## src/longest_unique_run_window_defines.svh

```systemverilog
// ---------------------------------------------------------------------------
// Assertion macros
// Concurrent assertion wrappers; empty for synthesis.
// ---------------------------------------------------------------------------
`ifndef LONGEST_UNIQUE_RUN_WINDOW_DEFINES_SVH
`define LONGEST_UNIQUE_RUN_WINDOW_DEFINES_SVH

`ifndef SYNTHESIS

// checked only out of reset
`define LURW_ASSERT(label, clk, rst, prop) \
  label: assert property (@(posedge clk) disable iff (rst) prop) \
    else $error("assertion failed");

// checked at every edge
`define LURW_ASSERT_ALWAYS(label, clk, prop) \
  label: assert property (@(posedge clk) prop) \
    else $error("assertion failed");

`else

`define LURW_ASSERT(label, clk, rst, prop)
`define LURW_ASSERT_ALWAYS(label, clk, prop)

`endif

`endif

```

## src/lurw_pkg.sv

```systemverilog
// ---------------------------------------------------------------------------
// lurw_pkg
// Shared constants and types of the longest unique run window block.
// ---------------------------------------------------------------------------
`default_nettype none

package lurw_pkg;

  localparam int POS_BITS_DEF    = 16;
  localparam int SYMBOL_BITS_DEF = 8;
  localparam int CHAR_BITS       = 8;
  localparam int LEN_BITS        = 16;
  localparam int LEN_MAX         = (1 << LEN_BITS) - 1;

  typedef struct packed {
    logic [LEN_BITS-1:0] window_length;
    logic [LEN_BITS-1:0] best_length;
    logic                overflow;
  } result_t;

endpackage

`default_nettype wire

```

## src/lurw_mem.sv

```systemverilog
// ---------------------------------------------------------------------------
// lurw_mem
// Last-seen position table: one write port, one registered read port.
// ---------------------------------------------------------------------------
`default_nettype none

module lurw_mem #(
  parameter int ADDR_BITS = lurw_pkg::SYMBOL_BITS_DEF,
  parameter int DATA_BITS = lurw_pkg::POS_BITS_DEF
) (
  input  wire logic                 clk,
  input  wire logic                 rd_en,
  input  wire logic [ADDR_BITS-1:0] rd_addr,
  output logic      [DATA_BITS-1:0] rd_data,
  input  wire logic                 wr_en,
  input  wire logic [ADDR_BITS-1:0] wr_addr,
  input  wire logic [DATA_BITS-1:0] wr_data
);

  localparam int DEPTH = 1 << ADDR_BITS;

  logic [DATA_BITS-1:0] mem [DEPTH];

  always_ff @(posedge clk) begin
    if (wr_en) begin
      mem[wr_addr] <= wr_data;
    end
  end

  // read returns old data on a same-address write
  always_ff @(posedge clk) begin
    if (rd_en) begin
      rd_data <= mem[rd_addr];
    end
  end

endmodule

`default_nettype wire

```

## src/lurw_core.sv

```systemverilog
// ---------------------------------------------------------------------------
// lurw_core
// Lookup stage: last-seen read, window update, seen bits and counters.
// ---------------------------------------------------------------------------
`default_nettype none

module lurw_core #(
  parameter int POS_BITS    = lurw_pkg::POS_BITS_DEF,
  parameter int SYMBOL_BITS = lurw_pkg::SYMBOL_BITS_DEF
) (
  input  wire logic                   clk,
  input  wire logic                   rst,
  input  wire logic                   take,
  input  wire logic [SYMBOL_BITS-1:0] sym_in,
  input  wire logic                   first_in,
  input  wire logic                   adv_ok,
  output logic                        busy,
  output logic                        adv,
  output lurw_pkg::result_t           res
);

  localparam int NSYM = 1 << SYMBOL_BITS;
  localparam int LW   = POS_BITS + 1;
  localparam int CW   = (LW > lurw_pkg::LEN_BITS + 1) ? LW : lurw_pkg::LEN_BITS + 1;
  localparam logic [CW-1:0] LEN_MAX_C = CW'(lurw_pkg::LEN_MAX);

  logic                   s1_valid;
  logic [SYMBOL_BITS-1:0] s1_sym;
  logic                   s1_first;
  logic                   fwd_hit;
  logic [POS_BITS-1:0]    fwd_pos;

  logic [POS_BITS-1:0]    pos;
  logic [POS_BITS-1:0]    start;
  logic [LW-1:0]          best;
  logic                   ovf;
  logic [NSYM-1:0]        seen;

  logic [POS_BITS-1:0]    rd_data;
  logic [POS_BITS-1:0]    pos_e;
  logic [POS_BITS-1:0]    start_e;
  logic [LW-1:0]          best_e;
  logic                   ovf_e;
  logic [POS_BITS-1:0]    last;
  logic                   hit;
  logic [POS_BITS-1:0]    ns_raw;
  logic [POS_BITS-1:0]    start_next;
  logic [LW-1:0]          win;
  logic [LW-1:0]          best_next;
  logic                   win_big;
  logic                   len_ovf;
  logic                   ovf_out;
  logic                   pos_sat;
  logic [POS_BITS-1:0]    pos_next;
  logic                   ovf_next;

  lurw_mem #(
    .ADDR_BITS (SYMBOL_BITS),
    .DATA_BITS (POS_BITS)
  ) u_mem (
    .clk     (clk),
    .rd_en   (take),
    .rd_addr (sym_in),
    .rd_data (rd_data),
    .wr_en   (adv),
    .wr_addr (s1_sym),
    .wr_data (pos_e)
  );

  assign adv  = s1_valid && adv_ok;
  assign busy = s1_valid && !adv_ok;

  always_comb begin
    pos_e   = s1_first ? '0 : pos;
    start_e = s1_first ? '0 : start;
    best_e  = s1_first ? '0 : best;
    ovf_e   = s1_first ? 1'b0 : ovf;

    // write in flight to the same symbol beats the stale read
    last = fwd_hit ? fwd_pos : rd_data;
    hit  = !s1_first && seen[s1_sym] && (last >= start_e);

    if (hit) begin
      ns_raw = (last >= pos_e) ? pos_e : POS_BITS'(last + 1'b1);
    end else begin
      ns_raw = start_e;
    end
    start_next = (ns_raw > pos_e) ? pos_e : ns_raw;

    win       = LW'(pos_e) - LW'(start_next) + LW'(1);
    best_next = (win > best_e) ? win : best_e;
    win_big   = CW'(win) > LEN_MAX_C;
    len_ovf   = win_big || (CW'(best_next) > LEN_MAX_C);
    ovf_out   = ovf_e || len_ovf;
    pos_sat   = &pos_e;
    pos_next  = pos_sat ? pos_e : POS_BITS'(pos_e + 1'b1);
    ovf_next  = ovf_out || pos_sat;

    res.window_length = win_big ? lurw_pkg::LEN_BITS'(lurw_pkg::LEN_MAX)
                                : lurw_pkg::LEN_BITS'(CW'(win));
    res.best_length   = (CW'(best_next) > LEN_MAX_C) ?
                        lurw_pkg::LEN_BITS'(lurw_pkg::LEN_MAX) :
                        lurw_pkg::LEN_BITS'(CW'(best_next));
    res.overflow      = ovf_out;
  end

  always_ff @(posedge clk) begin
    if (rst) begin
      s1_valid <= 1'b0;
    end else if (take) begin
      s1_valid <= 1'b1;
    end else if (adv) begin
      s1_valid <= 1'b0;
    end
  end

  always_ff @(posedge clk) begin
    if (take) begin
      s1_sym   <= sym_in;
      s1_first <= first_in;
      fwd_hit  <= adv && (s1_sym == sym_in);
      fwd_pos  <= pos_e;
    end
  end

  always_ff @(posedge clk) begin
    if (rst) begin
      pos   <= '0;
      start <= '0;
      best  <= '0;
      ovf   <= 1'b0;
      seen  <= '0;
    end else if (adv) begin
      pos   <= pos_next;
      start <= start_next;
      best  <= best_next;
      ovf   <= ovf_next;
      seen  <= (s1_first ? '0 : seen) | (NSYM'(1) << s1_sym);
    end
  end

endmodule

`default_nettype wire

```

## src/longest_unique_run_window.sv

```systemverilog
// ---------------------------------------------------------------------------
// longest_unique_run_window
// Streaming longest repeat-free run over a byte string.
// ---------------------------------------------------------------------------
// Takes one byte per cycle, back to back, stalling only while a result word
// waits on a stalled output, and returns one result word per byte, through
// the lookup stage and output registers: the length of the repeat-free
// window ending at that byte, the longest such window so far in the string,
// and a sticky overflow flag. The rate is set by the last-seen position
// memory, one read and one write per cycle; a byte that repeats the one just
// before it takes the position from the write port by forwarding. Seen marks
// are flip-flops, cleared at once by first_of_string, so no clearing pass is
// needed. Only the low SYMBOL_BITS bits of char_byte are used.
`default_nettype none

`include "longest_unique_run_window_defines.svh"

module longest_unique_run_window #(
  parameter int POS_BITS    = lurw_pkg::POS_BITS_DEF,
  parameter int SYMBOL_BITS = lurw_pkg::SYMBOL_BITS_DEF
) (
  input  wire logic                          clk,
  input  wire logic                          rst,
  input  wire logic                          char_valid,
  output logic                               char_stall,
  input  wire logic [lurw_pkg::CHAR_BITS-1:0] char_byte,
  input  wire logic                          first_of_string,
  output logic                               result_valid,
  input  wire logic                          result_stall,
  output logic [lurw_pkg::LEN_BITS-1:0]      window_length,
  output logic [lurw_pkg::LEN_BITS-1:0]      best_length,
  output logic                               overflow
);

  logic                   take;
  logic                   adv;
  logic                   adv_ok;
  logic                   busy;
  logic [SYMBOL_BITS-1:0] sym;
  lurw_pkg::result_t      res;

  assign sym        = SYMBOL_BITS'(24'(char_byte));
  assign adv_ok     = !result_valid || !result_stall;
  assign char_stall = busy;
  assign take       = char_valid && !char_stall;

  lurw_core #(
    .POS_BITS    (POS_BITS),
    .SYMBOL_BITS (SYMBOL_BITS)
  ) u_core (
    .clk      (clk),
    .rst      (rst),
    .take     (take),
    .sym_in   (sym),
    .first_in (first_of_string),
    .adv_ok   (adv_ok),
    .busy     (busy),
    .adv      (adv),
    .res      (res)
  );

  always_ff @(posedge clk) begin
    if (rst) begin
      result_valid <= 1'b0;
    end else if (adv) begin
      result_valid <= 1'b1;
    end else if (!result_stall) begin
      result_valid <= 1'b0;
    end
  end

  always_ff @(posedge clk) begin
    if (adv) begin
      window_length <= res.window_length;
      best_length   <= res.best_length;
      overflow      <= res.overflow;
    end
  end

  `LURW_ASSERT(a_win_le_best, clk, rst, result_valid |-> (window_length <= best_length))
  `LURW_ASSERT(a_best_nonzero, clk, rst, result_valid |-> (best_length != '0))
  `LURW_ASSERT_ALWAYS(a_stall_cause, clk, char_stall |-> (result_valid && result_stall))

endmodule

`default_nettype wire

```

## config.mk

```make
export PLATFORM = sky130hd
export DESIGN_NAME = longest_unique_run_window
export DESIGN_NICKNAME = d
export VERILOG_FILES = /design/src/lurw_pkg.sv /design/src/lurw_mem.sv /design/src/lurw_core.sv /design/src/longest_unique_run_window.sv
export VERILOG_INCLUDE_DIRS = /design/src /design/src/src
export SDC_FILE = /design/constraint.sdc
export NUM_CORES = 2
export LEC_CHECK = 0
export ABC_CLOCK_PERIOD_IN_PS = 45100
export BUFFER_PORTS_ARGS = -buffer_cell sky130_fd_sc_hd__buf_2
export CAP_MARGIN = 15
export CORE_MARGIN = 3
export CORE_UTILIZATION = 42
export DETAILED_ROUTE_END_ITERATION = 12
export HOLD_SLACK_MARGIN = 0.12
export SLEW_MARGIN = 20
export SYNTH_ARGS = -nofsm -noshare
export SYNTH_HDL_FRONTEND = slang
export SYNTH_SLANG_ARGS = --single-unit
```

## constraint.sdc

```tcl
create_clock -name clk -period 45.1 [get_ports clk]
set_clock_uncertainty 0.2 [all_clocks]
set_input_delay 2.255 -clock clk [delete_from_list [all_inputs] [get_ports clk]]
set_output_delay 2.255 -clock clk [all_outputs]
set_load 0.1 [all_outputs]
```

==> results.txt <==
The flow ran to the end, and the final reports show no timing, DRC or antenna violations. In this run, the number of DRC markers left after iteration 0 of detailed routing was 11300. In the layout the commonest cells are 4171 x sky130_fd_sc_hd__edfxtp_1, 1410 x sky130_fd_sc_hd__mux4_2, 451 x sky130_fd_sc_hd__clkbuf_16. Setup violations remaining at the end of the flow were counted as 0. The leftover overflow at the end of global routing came out at 0. The net count after synthesis came out at 8184. The DRC violation count after routing came out at 0. The pre-antenna-repair detailed-routing pass consisted of 6 iterations. The setup slack on the worst flop-to-flop path came out at 32.54 ns.

Across the run, the number of max-cap violations was 0. Entering global routing, the biggest net connects 209 pins. The initial antenna violation count is 36.

The final cell count without fillers is 14200. The number of nets with antenna violations after detailed routing is 0. The instance count along the most critical hold path came out at 2.

The worst register-to-register path ends at best_length[14]. The number of cell instances on the worst register-to-register path came out at 43. The wire length per cell is 32.7 um.

The maximum level of the CTS H-tree came out at 5. The largest fanout on the critical path came out at 73. After detailed routing, the total wire length is 465000 um. The root buffer cell is sky130_fd_sc_hd__clkbuf_16. In this run the standard cell core region covers 413000 um2. The classification of the worst setup path is reg2reg. The master of the slowest instance on the critical path is sky130_fd_sc_hd__buf_4.

The overall die width is 651 um. In this run the most critical hold path is launched from u_core.best[8]. The shortest clock period the worst path allows after layout came out at 12.56 ns.

Leaving out fill and tap cells, the most frequent cell in the layout is sky130_fd_sc_hd__edfxtp_1. The final core utilization is 47.8%. After the last flow step, the layout net total stands at 8432. The die area is 423000 um2.

TritonCTS built the clock tree. The number of setup buffers added after CTS is 0. STA classifies the critical path endpoint as a flip-flop. For this design the top-level I/O count stands at 48. The total count of max-transition violations in the final report came out at 0. The combinational family with the most area after synthesis is multiplexers. The startpoint identified for the worst register-to-register timing path is u_core.s1_sym[1]. The static leakage came out at 68.2 nW. The compound-cell area share of the yosys netlist is 1.78%. The final weighted congestion in routability-driven placement came out at 0.892.

At the worst endpoint, the required time is 45.62 ns. The number of hold-repair buffers added at the cts stage is 0. The maximum single-stage delay on the critical path is 0.96 ns. The number of unique standard cell types used by synthesis came out at 75. The initial core utilization is 42.2%. The area overhead of the layout relative to synthesis is 13.2%. The number of global-route vias before repair is 86200. The worst hold path terminates at u_core.best[8]. Once the clock tree was built, the resizer swapped 0 gates to a different size. The post-synthesis instance area came out at 175000 um2.

The flop and latch count out of synthesis came out at 4479. The final-layout worst hold slack is 0.277 ns. After technology mapping, the gate count stands at 8076. At the pin with the least slew margin, the transition time is 1.17 ns.

In the routed layout, each cell is associated on average with a via count of 6.03. The critical path buffer and inverter count is 3. In this run the worst hold path is classified as reg2reg.

The post-synthesis xor/xnor area fraction is 0.259%. Input and output buffers added on the ports amount to 47. The number of warning messages in the yosys log came out at 0. Setup repair after global routing left no endpoint under its margin. Setup total negative slack on the finished layout was measured at 0 ns. The first global-routing pass estimated 659000 um of wire. The half-perimeter wire length after detailed placement came out at 268000 um. The worst setup path is launched from a flip-flop. The worst pin sits at a relative slew slack of 22.1%. The clock network latency to the later pin of the worst-skew pair came out at 1.00 ns. The number of enable flip-flop cells after synthesis came out at 4171.

Power spread over the standard cell area amounts to 43.3 nW/um2. The top achievable clock speed came out at 0.0796 GHz. The fraction of layout instances using a drive strength above 1 came out at 29.0%.

The most used flip-flop cell after synthesis is sky130_fd_sc_hd__edfxtp_1. The most prevalent standard cell on the critical path is sky130_fd_sc_hd__a21o_1. The worst path arrival time came out at 13.08 ns. The power consumption came out at 8.56 mW. The fraction of the yosys area taken by sequential cells is 75.3%.

The number of buffers on the longest clock path came out at 4. The overall track demand over capacity in global routing came out at 21.7%. The clock input transition at the sequential cells of the worst setup and hold paths is 0.06 ns. In this design, the largest share of critical-path delay is due to compound AO/OA/AOI/OAI gates.

The synthesized netlist devotes 0.697% of its cell area to adder and majority cells. The tree built by TritonCTS fans out to 4479 sinks. The vertical die dimension is 651 um. Counting tap cells, the placed design contains a total of 13300 instances. Across the VDD grid, the largest voltage drop is 0.0000375 V. Multiplexer cells account for 18.6% of the synthesized area. Summing the areas of all and, or, nand and nor instances in the mapped netlist gives 2.22% of the synthesized area. The mean instance size in the synthesized netlist came out at 21.6 um2.

Row generation in the floorplan step produced 236 rows. After synthesis, the share of flip-flops with an asynchronous set or reset is 0%. Summing over every cut layer, the via total after detailed routing is 85700. The TritonCTS buffer count came out at 449. The final hold violation count came to 0. The ratio of final minimum period to clock period is 27.8%.
[Yosys cell counts, drive strengths merged (3+ instances only)]
cell / count / area share, %
or2: 3 / 0.011
nor2b: 31 / 0.11
nand2b: 15 / 0.054
nor4: 7 / 0.025
a21o: 28 / 0.12
nand3: 85 / 0.24
mux2: 13 / 0.084
a211oi: 8 / 0.034
or3: 4 / 0.014
and2: 17 / 0.061
o21a: 11 / 0.047
edfxtp: 4171 / 72
clkbuf: 310 / 0.67
dfxtp: 308 / 3.5
nand2: 142 / 0.31
a21oi: 323 / 0.93
a31oi: 10 / 0.036
o22ai: 3 / 0.011
nor2: 565 / 1.2
and3: 5 / 0.018
mux2i: 54 / 0.32
o2111ai: 4 / 0.020
a22o: 12 / 0.060
o211ai: 29 / 0.12
mux4: 1410 / 18
nand4: 18 / 0.065
o21ai: 56 / 0.16
buf: 163 / 0.38
o31ai: 4 / 0.017
a22oi: 17 / 0.073
inv: 50 / 0.11
o41ai: 3 / 0.015
nor3: 13 / 0.037
xor2: 18 / 0.090
nor3b: 6 / 0.026
ha: 94 / 0.67
xnor2: 31 / 0.16
[worst register-to-register path: cells and delay by family (launching register included)]
family	cells	cell delay, ns
adder cells (fa/ha/maj)	6	1.84
buffers and inverters	3	1.08
flip-flops	1	0.79
AO/OA/AOI/OAI	27	6.06
multiplexers	1	0.49
AND/OR/NAND/NOR	5	1.47
XOR/XNOR	1	0.34
[state kept, by name, summed over array words and instances (netlist names)]
register	cells
u_core.s1_first	1
u_core.start	16
u_core.u_mem.mem	4096
u_core.s1_valid	1
best_length	16
u_core.best	17
u_core.ovf	1
result_valid	1
u_core.pos	16
u_core.u_mem.rd_data	16
overflow	1
u_core.seen	256
u_core.s1_sym	8
u_core.fwd_pos	16
u_core.fwd_hit	1
window_length	16
[routing by layer]
metal | global-route usage (%) | vias up | wire (um)
met3 | 3.39 | 707 | 37600
met5 | 0 | - | 75
met1 | 31.3 | 46700 | 191000
li1 | - | 34300 | -
met2 | 35.0 | 3937 | 224000
met4 | 5.56 | 10 | 12700
[stage by stage]
| stage | cell area [um2] | setup slack, ns |
|---|---|---|
| after global routing | 198000 | 31.79 |
| after detailed placement | 183000 | 32.72 |
| final | 198000 | 32.54 |
| after CTS | 198000 | 32.65 |
| after floorplan | 175000 | 27.91 |
| after global placement | 183000 | 32.50 |
[power breakdown]
part | internal (mW) | leakage, nW | switching, mW | total (mW)
Clock | 2.09 | 7.03 | 1.59 | 3.68
Combinational | 0.116 | 13.6 | 0.251 | 0.367
Sequential | 4.50 | 47.6 | 0.00730 | 4.50
[cells by family (layout without fill, tap and decap cells)]
| group | after synthesis | in the layout |
|---|---|---|
| AO/OA/AOI/OAI | 532 | 532 |
| XOR/XNOR | 50 | 50 |
| adder cells (fa/ha/maj) | 97 | 97 |
| buffers and inverters | 523 | 1156 |
| flip-flops | 4479 | 4479 |
| multiplexers | 1477 | 1477 |
| other | 0 | 11 |
| AND/OR/NAND/NOR | 918 | 918 |
[how the worst max path moves through the flow]
stage / slack, ns / from / to / cells past startpoint
floorplan: 27.91 / u_core.s1_first / best_length[10] / 46
global placement: 32.50 / u_core.s1_sym[1] / u_core.best[8] / 43
detailed placement: 32.72 / u_core.s1_sym[1] / u_core.best[11] / 43
CTS: 32.65 / u_core.s1_sym[1] / u_core.best[6] / 43
global route: 31.79 / u_core.s1_sym[1] / u_core.best[0] / 43
finish: 32.54 / u_core.s1_sym[1] / best_length[14] / 43
[final cells by class]
type	count	area (um2)
fill	33300	216000
clock buffer	556	11700
timing repair buffer	270	2130
sequential	4479	131000
inverter	50	211
clock inverter	280	2800
tap	5474	6850
multi-input combinational	3074	42500
antenna	11	27.5
(Power assumes the default switching activity.)
